==> config.mk <==
export PLATFORM = sky130hd
export DESIGN_NAME = char_lcd_command_generator
export DESIGN_NICKNAME = d
export VERILOG_FILES = /design/src/lcdcg_pkg.sv /design/src/lcdcg_bcd_stage.sv /design/src/lcdcg_emit.sv /design/src/char_lcd_command_generator.sv
export SDC_FILE = /design/constraint.sdc
export NUM_CORES = 1
export LEC_CHECK = 0
export BUFFER_PORTS_ARGS = -buffer_cell sky130_fd_sc_hd__buf_2
export CAP_MARGIN = 0
export CORE_UTILIZATION = 29
export DETAILED_ROUTE_END_ITERATION = 8
export PLACE_DENSITY_LB_ADDON = 0.25
export SLEW_MARGIN = 20
export SYNTH_ARGS = -nofsm -noshare
export SYNTH_HDL_FRONTEND = slang
export SYNTH_SLANG_ARGS = --single-unit
==> constraint.sdc <==
create_clock -name i_clk -period 9.7 [get_ports i_clk]
set_clock_uncertainty 0.1 [all_clocks]
set_input_delay 0.485 -clock i_clk [delete_from_list [all_inputs] [get_ports i_clk]]
set_output_delay 0.485 -clock i_clk [all_outputs]
set_load 0.005 [all_outputs]
==> src/lcdcg_pkg.sv <==
// Shared types, request codes and display constants for the LCD command generator.
`default_nettype none

package lcdcg_pkg;

    localparam int unsigned OP_W    = 3;
    localparam int unsigned VALUE_W = 16;
    localparam int unsigned BYTE_W  = 8;
    localparam int unsigned DIGITS  = 5;
    localparam int unsigned BCD_W   = 4 * DIGITS;
    localparam int unsigned DD_W    = BCD_W + VALUE_W;
    localparam int unsigned CNT_W   = 3;
    localparam int unsigned STEPS_PER_STAGE = VALUE_W / 2;

    // Request codes.
    localparam logic [OP_W-1:0] OP_CHAR   = 3'd0;
    localparam logic [OP_W-1:0] OP_RAW    = 3'd1;
    localparam logic [OP_W-1:0] OP_GOTO_L = 3'd2;
    localparam logic [OP_W-1:0] OP_GOTO_S = 3'd3;
    localparam logic [OP_W-1:0] OP_NUMBER = 3'd4;
    localparam logic [OP_W-1:0] OP_CLEAR  = 3'd5;
    localparam logic [OP_W-1:0] OP_INIT   = 3'd6;

    // Register select codes.
    localparam logic RS_CMD  = 1'b0;
    localparam logic RS_DATA = 1'b1;

    // Display commands.
    localparam logic [BYTE_W-1:0] CMD_FUNC_SET = 8'h38;
    localparam logic [BYTE_W-1:0] CMD_DISP_ON  = 8'h0C;
    localparam logic [BYTE_W-1:0] CMD_CLEAR    = 8'h01;
    localparam logic [BYTE_W-1:0] CMD_HOME_POS = 8'h80;
    localparam logic [BYTE_W-1:0] ASCII_ZERO   = 8'd48;

    // Cursor address offsets, already reduced by the first position of each row.
    localparam logic [BYTE_W-1:0] OFS_L_ROW4 = 8'(8'hD4 - 8'd61);
    localparam logic [BYTE_W-1:0] OFS_L_ROW3 = 8'(8'h94 - 8'd41);
    localparam logic [BYTE_W-1:0] OFS_L_ROW2 = 8'(8'hC0 - 8'd21);
    localparam logic [BYTE_W-1:0] OFS_S_ROW2 = 8'(8'hC0 - 8'd17);
    localparam logic [BYTE_W-1:0] OFS_ROW1   = 8'(8'h80 - 8'd1);

    localparam logic [BYTE_W-1:0] LIM_L_ROW4 = 8'd60;
    localparam logic [BYTE_W-1:0] LIM_L_ROW3 = 8'd40;
    localparam logic [BYTE_W-1:0] LIM_L_ROW2 = 8'd20;
    localparam logic [BYTE_W-1:0] LIM_S_ROW2 = 8'd16;

    localparam logic [CNT_W-1:0] CNT_ONE   = 3'd1;
    localparam logic [CNT_W-1:0] CNT_CLEAR = 3'd2;
    localparam logic [CNT_W-1:0] CNT_INIT  = 3'd4;

    typedef logic [DIGITS-1:0][BYTE_W-1:0] t_bytes;

    // One request in flight: dd holds the BCD digits above the binary bits still to shift.
    typedef struct packed {
        logic [OP_W-1:0]   op;
        logic [BYTE_W-1:0] low;
        logic [DD_W-1:0]   dd;
    } t_item;

    // One shift-and-add-3 step of the binary to BCD conversion.
    function automatic logic [DD_W-1:0] dabble_step(input logic [DD_W-1:0] dd);
        logic [DD_W-1:0] adj;
        adj = dd;
        for (int k = 0; k < DIGITS; k++) begin
            if (adj[VALUE_W + 4*k +: 4] > 4'd4) begin
                adj[VALUE_W + 4*k +: 4] = adj[VALUE_W + 4*k +: 4] + 4'd3;
            end
        end
        return {adj[DD_W-2:0], 1'b0};
    endfunction

endpackage

`default_nettype wire

==> src/lcdcg_bcd_stage.sv <==
// Pipeline stage that runs half of the binary to BCD conversion on one request.
`default_nettype none

module lcdcg_bcd_stage
    import lcdcg_pkg::*;
(
    input  wire logic  i_clk,
    input  wire logic  i_rst_n,
    input  wire logic  i_valid,
    output logic       o_ready,
    input  wire t_item i_item,
    output logic       o_valid,
    input  wire logic  i_ready,
    output t_item      o_item
);

    logic  r_valid;
    t_item r_item;
    t_item n_item;

    assign o_ready = !r_valid || i_ready;
    assign o_valid = r_valid;
    assign o_item  = r_item;

    always_comb begin
        n_item = i_item;
        for (int s = 0; s < STEPS_PER_STAGE; s++) begin
            n_item.dd = dabble_step(n_item.dd);
        end
    end

    always_ff @(posedge i_clk) begin
        if (!i_rst_n) begin
            r_valid <= 1'b0;
        end else if (o_ready) begin
            r_valid <= i_valid;
        end
    end

    always_ff @(posedge i_clk) begin
        if (o_ready && i_valid) begin
            r_item <= n_item;
        end
    end

    // A word held back by the next stage must not change under it.
    a_hold: assert property (@(posedge i_clk) disable iff (!i_rst_n)
        (r_valid && !i_ready) |=> (r_valid && $stable(r_item)))
        else $error("bcd stage changed a stalled word");

endmodule

`default_nettype wire

==> src/lcdcg_emit.sv <==
// Formats a converted request into its list of display writes and sends them one a cycle while i_ready is high.
`default_nettype none

module lcdcg_emit
    import lcdcg_pkg::*;
(
    input  wire logic         i_clk,
    input  wire logic         i_rst_n,
    input  wire logic         i_valid,
    output logic              o_ready,
    input  wire t_item        i_item,
    output logic              o_valid,
    input  wire logic         i_ready,
    output logic [BYTE_W-1:0] o_write_byte,
    output logic              o_reg_select,
    output logic              o_last
);

    t_bytes             r_buf;
    logic               r_rs;
    logic [CNT_W-1:0]   r_cnt;
    logic [CNT_W-1:0]   r_idx;
    logic               r_busy;

    t_bytes             n_buf;
    logic               n_rs;
    logic [CNT_W-1:0]   n_cnt;

    logic [DIGITS-1:0][3:0] dig;
    logic [CNT_W-1:0]       ndig;
    logic [BYTE_W-1:0]      p;
    logic                   load;

    always_comb begin
        for (int k = 0; k < DIGITS; k++) begin
            dig[k] = i_item.dd[VALUE_W + 4*k +: 4];
        end
        if (dig[4] != 4'd0) begin
            ndig = 3'd5;
        end else if (dig[3] != 4'd0) begin
            ndig = 3'd4;
        end else if (dig[2] != 4'd0) begin
            ndig = 3'd3;
        end else if (dig[1] != 4'd0) begin
            ndig = 3'd2;
        end else begin
            ndig = 3'd1;
        end
    end

    always_comb begin
        logic [CNT_W-1:0] k;
        k     = '0;
        p     = i_item.low;
        n_buf = '0;
        n_rs  = RS_CMD;
        n_cnt = '0;
        case (i_item.op)
            OP_CHAR: begin
                n_buf[0] = p;
                n_rs     = RS_DATA;
                n_cnt    = CNT_ONE;
            end
            OP_RAW: begin
                n_buf[0] = p;
                n_cnt    = CNT_ONE;
            end
            OP_GOTO_L: begin
                if (p > LIM_L_ROW4) begin
                    n_buf[0] = p + OFS_L_ROW4;
                end else if (p > LIM_L_ROW3) begin
                    n_buf[0] = p + OFS_L_ROW3;
                end else if (p > LIM_L_ROW2) begin
                    n_buf[0] = p + OFS_L_ROW2;
                end else begin
                    n_buf[0] = p + OFS_ROW1;
                end
                n_cnt = CNT_ONE;
            end
            OP_GOTO_S: begin
                if (p > LIM_S_ROW2) begin
                    n_buf[0] = p + OFS_S_ROW2;
                end else begin
                    n_buf[0] = p + OFS_ROW1;
                end
                n_cnt = CNT_ONE;
            end
            OP_NUMBER: begin
                // Most significant kept digit goes out first.
                for (int i = 0; i < DIGITS; i++) begin
                    k = 3'(ndig - 3'd1 - 3'(i));
                    if (3'(i) < ndig) begin
                        n_buf[i] = ASCII_ZERO + {4'd0, dig[k]};
                    end
                end
                n_rs  = RS_DATA;
                n_cnt = ndig;
            end
            OP_CLEAR: begin
                n_buf[0] = CMD_CLEAR;
                n_buf[1] = CMD_HOME_POS;
                n_cnt    = CNT_CLEAR;
            end
            OP_INIT: begin
                n_buf[0] = CMD_FUNC_SET;
                n_buf[1] = CMD_DISP_ON;
                n_buf[2] = CMD_CLEAR;
                n_buf[3] = CMD_HOME_POS;
                n_cnt    = CNT_INIT;
            end
            default: begin
                n_cnt = '0;
            end
        endcase
    end

    assign o_valid      = r_busy;
    assign o_write_byte = r_buf[r_idx];
    assign o_reg_select = r_rs;
    assign o_last       = (r_idx == r_cnt - CNT_ONE);
    assign o_ready      = !r_busy || (i_ready && o_last);
    assign load         = o_ready && i_valid;

    always_ff @(posedge i_clk) begin
        if (!i_rst_n) begin
            r_busy <= 1'b0;
            r_idx  <= '0;
        end else if (load) begin
            r_busy <= (n_cnt != '0);
            r_idx  <= '0;
        end else if (r_busy && i_ready) begin
            if (o_last) begin
                r_busy <= 1'b0;
            end else begin
                r_idx <= r_idx + CNT_ONE;
            end
        end
    end

    always_ff @(posedge i_clk) begin
        if (load) begin
            r_buf <= n_buf;
            r_rs  <= n_rs;
            r_cnt <= n_cnt;
        end
    end

    a_idx_range: assert property (@(posedge i_clk) disable iff (!i_rst_n)
        r_busy |-> (r_cnt != '0 && r_cnt <= 3'd5 && r_idx < r_cnt))
        else $error("emitter index outside its write list");

    a_advance: assert property (@(posedge i_clk) disable iff (!i_rst_n)
        (o_valid && i_ready && !o_last) |=> (o_valid && r_idx == $past(r_idx) + CNT_ONE))
        else $error("emitter skipped or repeated a write");

    a_done: assert property (@(posedge i_clk) disable iff (!i_rst_n)
        (o_valid && i_ready && o_last && !i_valid) |=> !o_valid)
        else $error("emitter kept going after the last write");

endmodule

`default_nettype wire

==> src/char_lcd_command_generator.sv <==
// Top level of the character LCD command generator: two conversion stages and the emitter.
//
//   channel | direction | fields                            | handshake
//   --------+-----------+-----------------------------------+-------------------
//   request | in        | i_op, i_value                     | i_valid / o_ready
//   write   | out       | o_write_byte, o_reg_select, o_last | o_valid / i_ready
//
// A request passes two register stages of the decimal conversion and is then loaded into
// the emitter, which drives its first word from its own registers.
// The emitter sends one word a cycle while i_ready is high, so a request producing n words
// (one to five) holds it until its last word is taken; a request producing none does not.
// Reset clears the stage valid bits and the emitter busy flag and index only.
// While the output stalls, the emitter holds its word and the stages behind it fill and
// then drop o_ready.
`default_nettype none

module char_lcd_command_generator
    import lcdcg_pkg::*;
(
    input  wire logic                i_clk,
    input  wire logic                i_rst_n,
    input  wire logic                i_valid,
    output logic                     o_ready,
    input  wire logic [OP_W-1:0]     i_op,
    input  wire logic [VALUE_W-1:0]  i_value,
    output logic                     o_valid,
    input  wire logic                i_ready,
    output logic [BYTE_W-1:0]        o_write_byte,
    output logic                     o_reg_select,
    output logic                     o_last
);

    t_item in_item;
    t_item s1_item;
    t_item s2_item;
    logic  s1_valid;
    logic  s1_ready;
    logic  s2_valid;
    logic  s2_ready;

    always_comb begin
        in_item.op  = i_op;
        in_item.low = i_value[BYTE_W-1:0];
        in_item.dd  = {{BCD_W{1'b0}}, i_value};
    end

    lcdcg_bcd_stage u_bcd_hi (
        .i_clk   (i_clk),
        .i_rst_n (i_rst_n),
        .i_valid (i_valid),
        .o_ready (o_ready),
        .i_item  (in_item),
        .o_valid (s1_valid),
        .i_ready (s1_ready),
        .o_item  (s1_item)
    );

    lcdcg_bcd_stage u_bcd_lo (
        .i_clk   (i_clk),
        .i_rst_n (i_rst_n),
        .i_valid (s1_valid),
        .o_ready (s1_ready),
        .i_item  (s1_item),
        .o_valid (s2_valid),
        .i_ready (s2_ready),
        .o_item  (s2_item)
    );

    lcdcg_emit u_emit (
        .i_clk        (i_clk),
        .i_rst_n      (i_rst_n),
        .i_valid      (s2_valid),
        .o_ready      (s2_ready),
        .i_item       (s2_item),
        .o_valid      (o_valid),
        .i_ready      (i_ready),
        .o_write_byte (o_write_byte),
        .o_reg_select (o_reg_select),
        .o_last       (o_last)
    );

endmodule

`default_nettype wire
==> key figures, run 1 <==
Logic synthesis
  – Number of synthesized flops with an enable pin: 85
  – Yosys cell types: 89
  – FFs w/ async S/R, synth: 0%
  – Synth Net Count: about 1.2k
  – Top cells by count, synth: 100 x nor2_1, 97 x a21oi_1, 85 x edfxtp_1
  – Most frequent cell after synthesis: nor2_1
  – Ranking of synthesized cells by area: edfxtp_1 27%, ha_1 6.3%, a21oi_1 5.2%
  – #FFs+latches synth: a little over 90
  – Avg Inst Size Synth: 8.44 um2
  – Mapped Cells: 1105
  – Main synth FF type: edfxtp_1
  – Post-Syn Area: slightly above 0.009 mm2
  – Register area share after synthesis: 28.6%
  – Area share of the largest cell type after synthesis: around 27%
  – Syn. warnings: 0
  – Dominant cell type by area after synthesis: edfxtp_1

Setup path
  – Crit-path max cell delay: 0.56 ns
  – CP arrival: 8.90 ns
  – Req. time, crit path: 9.67 ns
  – CP endpoint kind: flip-flop
  – Crit Path Class: reg -> reg
  – Critical path launch point type: flip-flop
  – Crit path max-delay cell type: or4_1
  – Worst-path maximum fanout: 11

Placement
  – Routability Congestion: between 0.8 and 0.9
  – IO Port Bufs: 34
  – Dpl cell area: 0.00988 mm2
  – Placed cell count: 1497
  – Dpl hpwl: 16.8 mm

Clock tree
  – CTS tree: built
  – TritonCTS buffer count: 9
  – Clock Path Buffers: 2
  – Worst-skew pair later-pin latency: between 0.3 and 0.4 ns
  – Reg clk slew, reported paths: 0.07 ns
  – Clock Root Buffer: clkbuf_16
  – Setup Fix Bufs, Post-CTS: 0
  – CTS Sinks: 91
  – Clock H-tree levels: 3

STA
  – Fmax achieved: 0.112 GHz
  – Final TNS setup: 0 ns
  – Worst slew pin tran: 1.04 ns
  – Post-layout min period: 8.93 ns
  – Final Hold Viols: 0
  – Unrepaired setup endpoints after global routing: no
  – Max-slew violations: 0
  – Period utilization: between 90% and 100%
  – Hold Slack: about 0.22 ns
  – Finish-stage setup viols: 0
  – Slew margin rel.: 28.8%

Routing
  – Post-route DRC: 0
  – Detailed-route via count: 8287
  – Vias per cell: around 5.5
  – Wire per inst: 15.0 um
  – Antenna viol nets, final: 0
  – TritonRoute pass-1 iters: 5
  – Total Routed Length: 22.6 mm
  – DR iter-0 viols: 611

Global route
  – Antenna violations before repair: 0
  – Largest net degree at the start of global routing: 36
  – GRT Resource Usage Total: between 10 and 15%
  – First-pass GRT wire length: between 30 and 40 mm
  – Vias in the first global route: 7680
  – Final global-route overflow total: 0

Finish
  – Nets@finish: 1176
  – Non-filler cells, final: 1513
  – Final instance area: 0.0102 mm2
  – N_diodes: 0
  – Layout filler cell count: 3287
  – Share of cells above drive strength 1: 11.3%
  – Syn-to-layout area delta: 9.32%

Outcome
  – Outcome: finished, final reports clean

Floorplanning
  – Starting Density: between 20% and 30%
  – Core area: 0.0316 mm2
  – Die H: 181 um
  – Die width: 181 um
  – I/O pin cnt: 35
  – FP Rows: 65
  – Die ar.: approximately 0.033 mm2

Run
  – Max cap viols: 0

Hold path
  – Worst hold path class: in -> reg
[metal layers]
layer / vias up / global-route usage (%) / wire [um]
li1: 4204 / - / -
met1: 3886 / 18.4 / 10600
met2: 181 / 24.1 / 11000
met3: 16 / 2.00 / 770
met4: 0 / 3.02 / 247
met5: - / 0 / 0
[final timing paths]
kind	start	to	slack, ns	cells past startpoint
max	u_bcd_hi.o_item[17]	u_bcd_lo.o_item[30]	0.77	33
max reg2reg	u_bcd_hi.o_item[17]	u_bcd_lo.o_item[30]	0.77	33
min	i_value[3]	u_bcd_hi.o_item[39]	0.22	1
min reg2reg	u_bcd_hi.o_item[45]	u_bcd_lo.o_item[45]	0.32	0
[placed cells by master, fill, tap and decap left out, drive strengths merged, types with 7 or more instances in the layout]
cell / netlist / final
a21o: 16 / 16
a211oi: 12 / 12
clkbuf: 49 / 9
o21a: 10 / 10
mux2: 17 / 17
nor4: 9 / 9
a21oi: 97 / 97
o211ai: 17 / 17
xor2: 11 / 11
nand2b: 13 / 13
nor3: 30 / 30
o21ai: 88 / 88
nand4: 7 / 7
a22oi: 10 / 10
o22ai: 9 / 9
inv: 58 / 61
nor2: 100 / 100
o21bai: 8 / 8
edfxtp: 85 / 85
ha: 47 / 47
nand3b: 8 / 8
buf: 10 / 49
nor2b: 14 / 14
and2: 18 / 18
and3: 7 / 7
o31ai: 11 / 11
mux4: 12 / 12
nand2: 79 / 79
or2: 10 / 10
xnor2: 35 / 35
o221ai: 8 / 8
a31oi: 16 / 16
nand3: 32 / 32
mux2i: 43 / 43
[cell families (layout without fill, tap and decap cells)]
group | after synthesis | count (layout) | synth area share, %
fa+ha+maj | 52 | 52 | 6.85
compound gates | 374 | 374 | 26.7
flops | 91 | 91 | 28.6
simple gates | 352 | 352 | 18.8
xor+xnor | 46 | 46 | 4.40
mux | 72 | 72 | 9.64
buf+inv | 118 | 124 | 4.95
[layout make-up]
class	instances	area, um2	share of cell area [%]
clock buffers	9	225	2.21
clock inverters	7	83.8	0.822
inverters	59	221	2.17
multi-input cells	896	6210	60.9
flip-flops and latches	91	2670	26.2
well taps	402	503	4.93
repair buffers	49	283	2.77
[worst max-delay path: cells and delay by family (launching register included)]
kind / cells / cell delay, ns
buffers and inverters: 4 / 0.57
AOI/OAI and AO/OA: 11 / 2.09
adders and majority gates: 6 / 2.09
muxes: 3 / 0.67
and+or+nand+nor: 9 / 2.60
DFF: 1 / 0.50
[state kept, by name (all words and copies together) (netlist names)]
signal,cells
u_bcd_lo.o_valid,1
u_emit.o_reg_select,1
u_emit.r_cnt,3
u_bcd_hi.o_valid,1
u_emit.o_valid,1
u_bcd_lo.o_item,30
u_emit.r_buf,30
u_bcd_hi.o_item,21
u_emit.r_idx,3
[stage by stage]
step           util (%)  setup slack (ns)
2_1_floorplan         -              1.54
3_3_place_gp       31.2             0.902
3_5_place_dp       31.2             0.688
4_1_cts            32.2             0.634
5_1_grt            32.2            0.0122
6_report           32.2             0.765
[repair_timing]
item | in CTS | in global routing
hold buffers | 0 | 0
resized for setup | 0 | 2
setup endpoints to repair | 0 | 6
Power of run 1 is not shown: default switching activity piles up to over one toggle a cycle in this logic, so the estimate is an artifact.
==> run 2: changes to the inputs <==
- CORE_UTILIZATION: 29 -> 64
- CTS_CLUSTER_SIZE: default -> 30
==> run 2 against run 1 <==
  * Global-route usage up 16 points
  * Die area down 54%
  * Sequential cell count unchanged
  * Clock-buffer cell count up 1
  * Core utilization up 38 points
  * First-iteration DRC count up 59%
  * Sequential share of layout area up 0.92 points
  * Register-to-register slack better by 0.06 ns
  * Worst setup slack better by 0.058 ns
  * Worst hold slack worse by 0.012 ns
  * Largest cell class unchanged
  * Highest routed layer unchanged
==> key figures, run 2 (synthesis results as in run 1) <==
Outcome
  – Outcome: finished, final reports clean

Floorplanning
  – Starting Density: 66.4%
  – Die width: roughly 120 um
  – Die H: 123 um
  – FP Rows: between 40 and 50
  – Die ar.: 0.0151 mm2
  – I/O pin cnt: 35
  – Core area: around 0.014 mm2

Finish
  – Leading cell type in the layout, fill and taps excluded: nor2_1
  – Syn-to-layout area delta: 5.61%
  – Nets@finish: 1171
  – Most frequent cells in the layout: 100 x nor2_1, 96 x a21oi_1, 85 x edfxtp_1, 81 x o21ai_0, 79 x nand2_1
  – Sequential Area: around 0.0027 mm2
  – N_diodes: 0
  – Non-filler cells, final: approximately 1.3k
  – Layout filler cell count: 1113
  – Area of the multi-input gates: between 0.006 and 0.007 mm2
  – Share of cells above drive strength 1: 10.9%

Clock tree
  – Worst-skew pair later-pin latency: 0.36 ns
  – Clock Path Buffers: 2
  – CTS Sinks: 91
  – TritonCTS buffer count: 9
  – Reg clk slew, reported paths: 0.07 ns
  – Clock Root Buffer: clkbuf_16
  – Hold_buf cts: 0
  – CTS tree: built
  – Clock H-tree levels: 3

STA
  – Fmax achieved: between 0.1 and 0.15 GHz
  – Max-slew violations: 0
  – Finish-stage setup viols: 0
  – Worst slew pin tran: 0.994 ns
  – Hold Slack: 0.205 ns
  – Final Hold Viols: 0
  – Final TNS setup: 0 ns
  – Period utilization: 91.5%
  – Post-layout min period: around 8.9 ns
  – Slew margin rel.: 31.9%
  – Unrepaired setup endpoints after global routing: no

Routing
  – DR iter-0 viols: ~970
  – Antenna viol nets, final: 0
  – TritonRoute pass-1 iters: 6
  – Post-route DRC: 0
  – Detailed-route via count: 8596
  – Wire per inst: 16.9 um
  – Vias per cell: 6.69
  – Total Routed Length: 21.7 mm

Setup path
  – CP delay by family, top: compound AO/OA/AOI/OAI gates
  – CP arrival: 8.96 ns
  – Worst r2r dst: u_bcd_lo.o_item[26]
  – Crit-path max cell delay: 0.56 ns
  – Critical path launch point type: flip-flop
  – Worst-path maximum fanout: 15
  – Reg-to-reg startpoint: u_bcd_hi.o_item[17]
  – Register-to-Register Path Depth: 35
  – R2R setup slack: ~0.8 ns
  – Buf+Inv Stages, Crit Path: 4
  – CP endpoint kind: flip-flop
  – Crit path max-delay cell type: or4_1
  – Crit Path Class: reg -> reg
  – Req. time, crit path: 9.79 ns

Global route
  – Largest net degree at the start of global routing: 31
  – GRT Resource Usage Total: ~29%
  – Vias in the first global route: 7557
  – Final global-route overflow total: 0
  – Antenna violations before repair: 0
  – First-pass GRT wire length: around 36 mm

Run
  – Max cap viols: 0

Placement
  – Placed cell count: 1270
  – IO Port Bufs: 34
  – Dpl hpwl: around 16 mm
  – Routability Congestion: 0.915

Hold path
  – Worst Hold Depth: 1
  – End of the worst hold path: u_bcd_hi.o_item[37]
  – Worst hold path class: in -> reg
  – Hold_sp: i_value[1]
## run 2: cell types whose count changed in the layout (fill, tap and decap cells not counted), sizes merged
cell      change
clkbuf        +1
bufinv        -1
clkinvlp      +1
buf           -5
inv           -2
## run 2: area by class of cell
class | count | area share (%)
Timing Repair Buffer | 44 | 2.49
Clock buffer | 10 | 2.32
Multi-Input combinational cell | 896 | 63.1
Sequential cell | 91 | 27.1
Inverter | 59 | 2.25
Tap cell | 180 | 2.29
Clock inverter | 5 | 0.394
## run 2: repair_timing
item	in CTS	in global routing
setup buffers	0	0
setup endpoints to repair	0	6
gates resized for setup	0	3
## run 2: worst register-to-register path, delay by kind of cell (launching register included)
| kind | cells | cell delay [ns] |
|---|---|---|
| mux | 3 | 1.05 |
| xor+xnor | 1 | 0.18 |
| fa+ha+maj | 6 | 1.88 |
| simple gates | 7 | 1.42 |
| flops | 1 | 0.52 |
| buf+inv | 4 | 0.53 |
| compound gates | 14 | 3.02 |
## run 2: worst max-delay path by stage
stage / start / endpoint / slack (ns) / depth (start not counted)
2_1_floorplan: u_bcd_hi.o_item[16] / u_bcd_lo.o_item[29] / 1.54 / 36
3_3_place_gp: u_bcd_hi.o_item[17] / u_bcd_lo.o_item[29] / 1.0 / 33
3_5_place_dp: u_bcd_hi.o_item[17] / u_bcd_lo.o_item[26] / 0.63 / 33
4_1_cts: u_bcd_hi.o_item[17] / u_bcd_lo.o_item[26] / 0.54 / 33
5_1_grt: u_bcd_hi.o_item[17] / u_bcd_lo.o_item[26] / 0.06 / 36
6_report: u_bcd_hi.o_item[17] / u_bcd_lo.o_item[26] / 0.82 / 35
## run 2: routing by layer
layer / GRT usage [%] / wire [um] / vias to the layer above
li1: - / - / 4185
met1: 37.3 / 9280 / 4008
met2: 51.5 / 10600 / 353
met3: 4.18 / 1240 / 50
met4: 9.53 / 536 / 0
met5: 0 / 0 / -
## run 2: stage by stage
stage | worst slack, ns | util [%] | area, um2
after global routing | 0.0563 | 70.2 | 9850
after floorplan | 1.54 | - | 9330
after CTS | 0.539 | 70.0 | 9840
final | 0.823 | 70.2 | 9850
after detailed placement | 0.626 | 68.1 | 9570
after global placement | 1.00 | 68.1 | 9570
Power of run 2 is left out for the same reason.
==> run 3: changes to the inputs <==
- ABC_CLOCK_PERIOD_IN_PS: default -> 8880
- clock period: 9.7 -> 8.88 ns (I/O delays scaled with it)
==> run 3 against run 2 <==
  * Clock-buffer cell count shrank 1
  * Critical path depth is 1 higher
  * Global-route usage decreased by 0.16 points
  * Non-clock buffer count up 9
  * Highest routed layer unchanged
  * Largest cell class unchanged
  * Register-to-register slack worse by 0.22 ns
  * Fmax grew 7.2%
  * Sequential share of layout area down 0.30 points
  * Via count increased by 0.20%
==> key figures, run 3 (synthesis results as in run 1) <==
Clock tree
  – Hold_buf cts: 0
  – TritonCTS buffer count: 9
  – Worst-skew pair later-pin latency: 0.35 ns
  – Clock H-tree levels: 3
  – CTS tree: built
  – Reg clk slew, reported paths: 0.07 ns
  – Clock Path Buffers: 2
  – Clock Root Buffer: clkbuf_16
  – CTS Sinks: 91

Outcome
  – Outcome: finished, final reports clean

Setup path
  – Crit Path Class: reg -> reg
  – R2R setup slack: between 0.6 and 0.7 ns
  – Worst-path maximum fanout: 11
  – Buf+Inv Stages, Crit Path: 3
  – CP arrival: 8.28 ns
  – Reg-to-reg startpoint: u_bcd_hi.o_item[17]
  – Worst r2r dst: u_bcd_lo.o_item[29]
  – Req. time, crit path: about 8.9 ns
  – Critical path launch point type: flip-flop
  – Crit-path max cell delay: around 0.57 ns
  – Register-to-Register Path Depth: 36
  – CP delay by family, top: simple AND/OR/NAND/NOR gates
  – Crit path max-delay cell type: nor2_1
  – CP endpoint kind: flip-flop

STA
  – Max-slew violations: 0
  – Final TNS setup: 0 ns
  – Worst slew pin tran: 0.911 ns
  – Fmax achieved: 0.121 GHz
  – Period utilization: 93.2%
  – Setup WS post-layout: roughly 0.60 ns
  – Finish-stage setup viols: 0
  – Unrepaired setup endpoints after global routing: no
  – Hold Slack: 0.168 ns
  – Slew margin rel.: about two fifths
  – Post-layout min period: 8.28 ns
  – Final Hold Viols: 0

Floorplanning
  – Core area: 0.0140 mm2
  – Die H: 123 um
  – I/O pin cnt: 35
  – FP Rows: 43
  – Die ar.: roughly 0.015 mm2
  – Starting Density: 66.4%
  – Die width: around 120 um

Routing
  – Wire per inst: 16.6 um
  – DR iter-0 viols: between 1k and 1.5k
  – Vias per cell: 6.65
  – TritonRoute pass-1 iters: 6
  – Detailed-route via count: ~8.6k
  – Antenna viol nets, final: 0
  – Post-route DRC: 0
  – Total Routed Length: 21.6 mm

Finish
  – Share of cells above drive strength 1: 11.7%
  – Nets@finish: 1180
  – N_diodes: 0
  – Most frequent cells in the layout: 100 x nor2_1, 96 x a21oi_1, 85 x edfxtp_1, 80 x o21ai_0, 79 x nand2_1
  – Leading cell type in the layout, fill and taps excluded: nor2_1
  – Syn-to-layout area delta: 6.79%
  – Layout filler cell count: 1091

Global route
  – Vias in the first global route: 7800
  – GRT Resource Usage Total: 29.3%
  – Largest net degree at the start of global routing: 36
  – Final global-route overflow total: 0
  – First-pass GRT wire length: 35.8 mm
  – Antenna violations before repair: 0

Hold path
  – End of the worst hold path: u_bcd_hi.o_item[41]
  – Worst Hold Depth: 1
  – Hold_sp: i_value[5]
  – Worst hold path class: in -> reg

Placement
  – Routability Congestion: 0.919
  – IO Port Bufs: 34
  – Place WS: 0.207 ns
  – Dpl hpwl: between 15 and 20 mm

Run
  – Max cap viols: 0
## run 3: worst reg2reg max path, delay by kind of cell, from the launching register on
kind                     cells  cell delay [ns]
flip-flops                   1             0.44
AO/OA/AOI/OAI               15             2.46
XOR/XNOR                     1             0.16
adder cells (fa/ha/maj)      5             1.34
buffers and inverters        3             0.49
AND/OR/NAND/NOR             12             3.05
## run 3: timing repair
action                                  in CTS  in global routing
endpoints found under the setup margin       0                 12
setup buffers                                0                  4
endpoints found under the hold margin        0                  0
resized for setup                            0                  6
## run 3: worst max path at each step
stage / endpoint / cells after the start / from
2_1_floorplan: u_bcd_lo.o_item[29] / 36 / u_bcd_hi.o_item[16]
3_3_place_gp: u_bcd_lo.o_item[29] / 35 / u_bcd_hi.o_item[17]
3_5_place_dp: u_bcd_lo.o_item[29] / 37 / u_bcd_hi.o_item[17]
4_1_cts: u_bcd_lo.o_item[29] / 37 / u_bcd_hi.o_item[17]
5_1_grt: u_bcd_lo.o_item[29] / 36 / u_bcd_hi.o_item[17]
6_report: u_bcd_lo.o_item[29] / 36 / u_bcd_hi.o_item[17]
## run 3: through the flow
step	instance area (um2)	cells	utilization [%]
4_1_cts	9900	1291	70.5
2_1_floorplan	9330	1105	-
6_report	9960	1295	70.9
5_1_grt	9960	1295	70.9
3_5_place_dp	9610	1275	68.4
3_3_place_gp	9610	1275	68.4
## run 3: cell type report
| cell class | instances | area (um2) | share of cell area (%) |
|---|---|---|---|
| Clock buffer | 9 | 225 | 2.26 |
| Clock inverter | 7 | 71.3 | 0.716 |
| Inverter | 59 | 221 | 2.22 |
| Multi-Input combinational cell | 896 | 6230 | 62.6 |
| Sequential cell | 91 | 2670 | 26.8 |
| Tap cell | 180 | 225 | 2.26 |
| Timing Repair Buffer | 53 | 313 | 3.14 |
## run 3: metal layers
metal / share of wire (%) / up-vias / global-route usage, % / routed length, um
met4: 2.2 / 0 / 9.98 / 484
met1: 43 / 3984 / 36.9 / 9190
li1: - / 4211 / - / -
met2: 49 / 364 / 50.7 / 10600
met5: 0 / - / 0 / 0
met3: 6.1 / 54 / 4.88 / 1310
Power of run 3 is left out for the same reason.
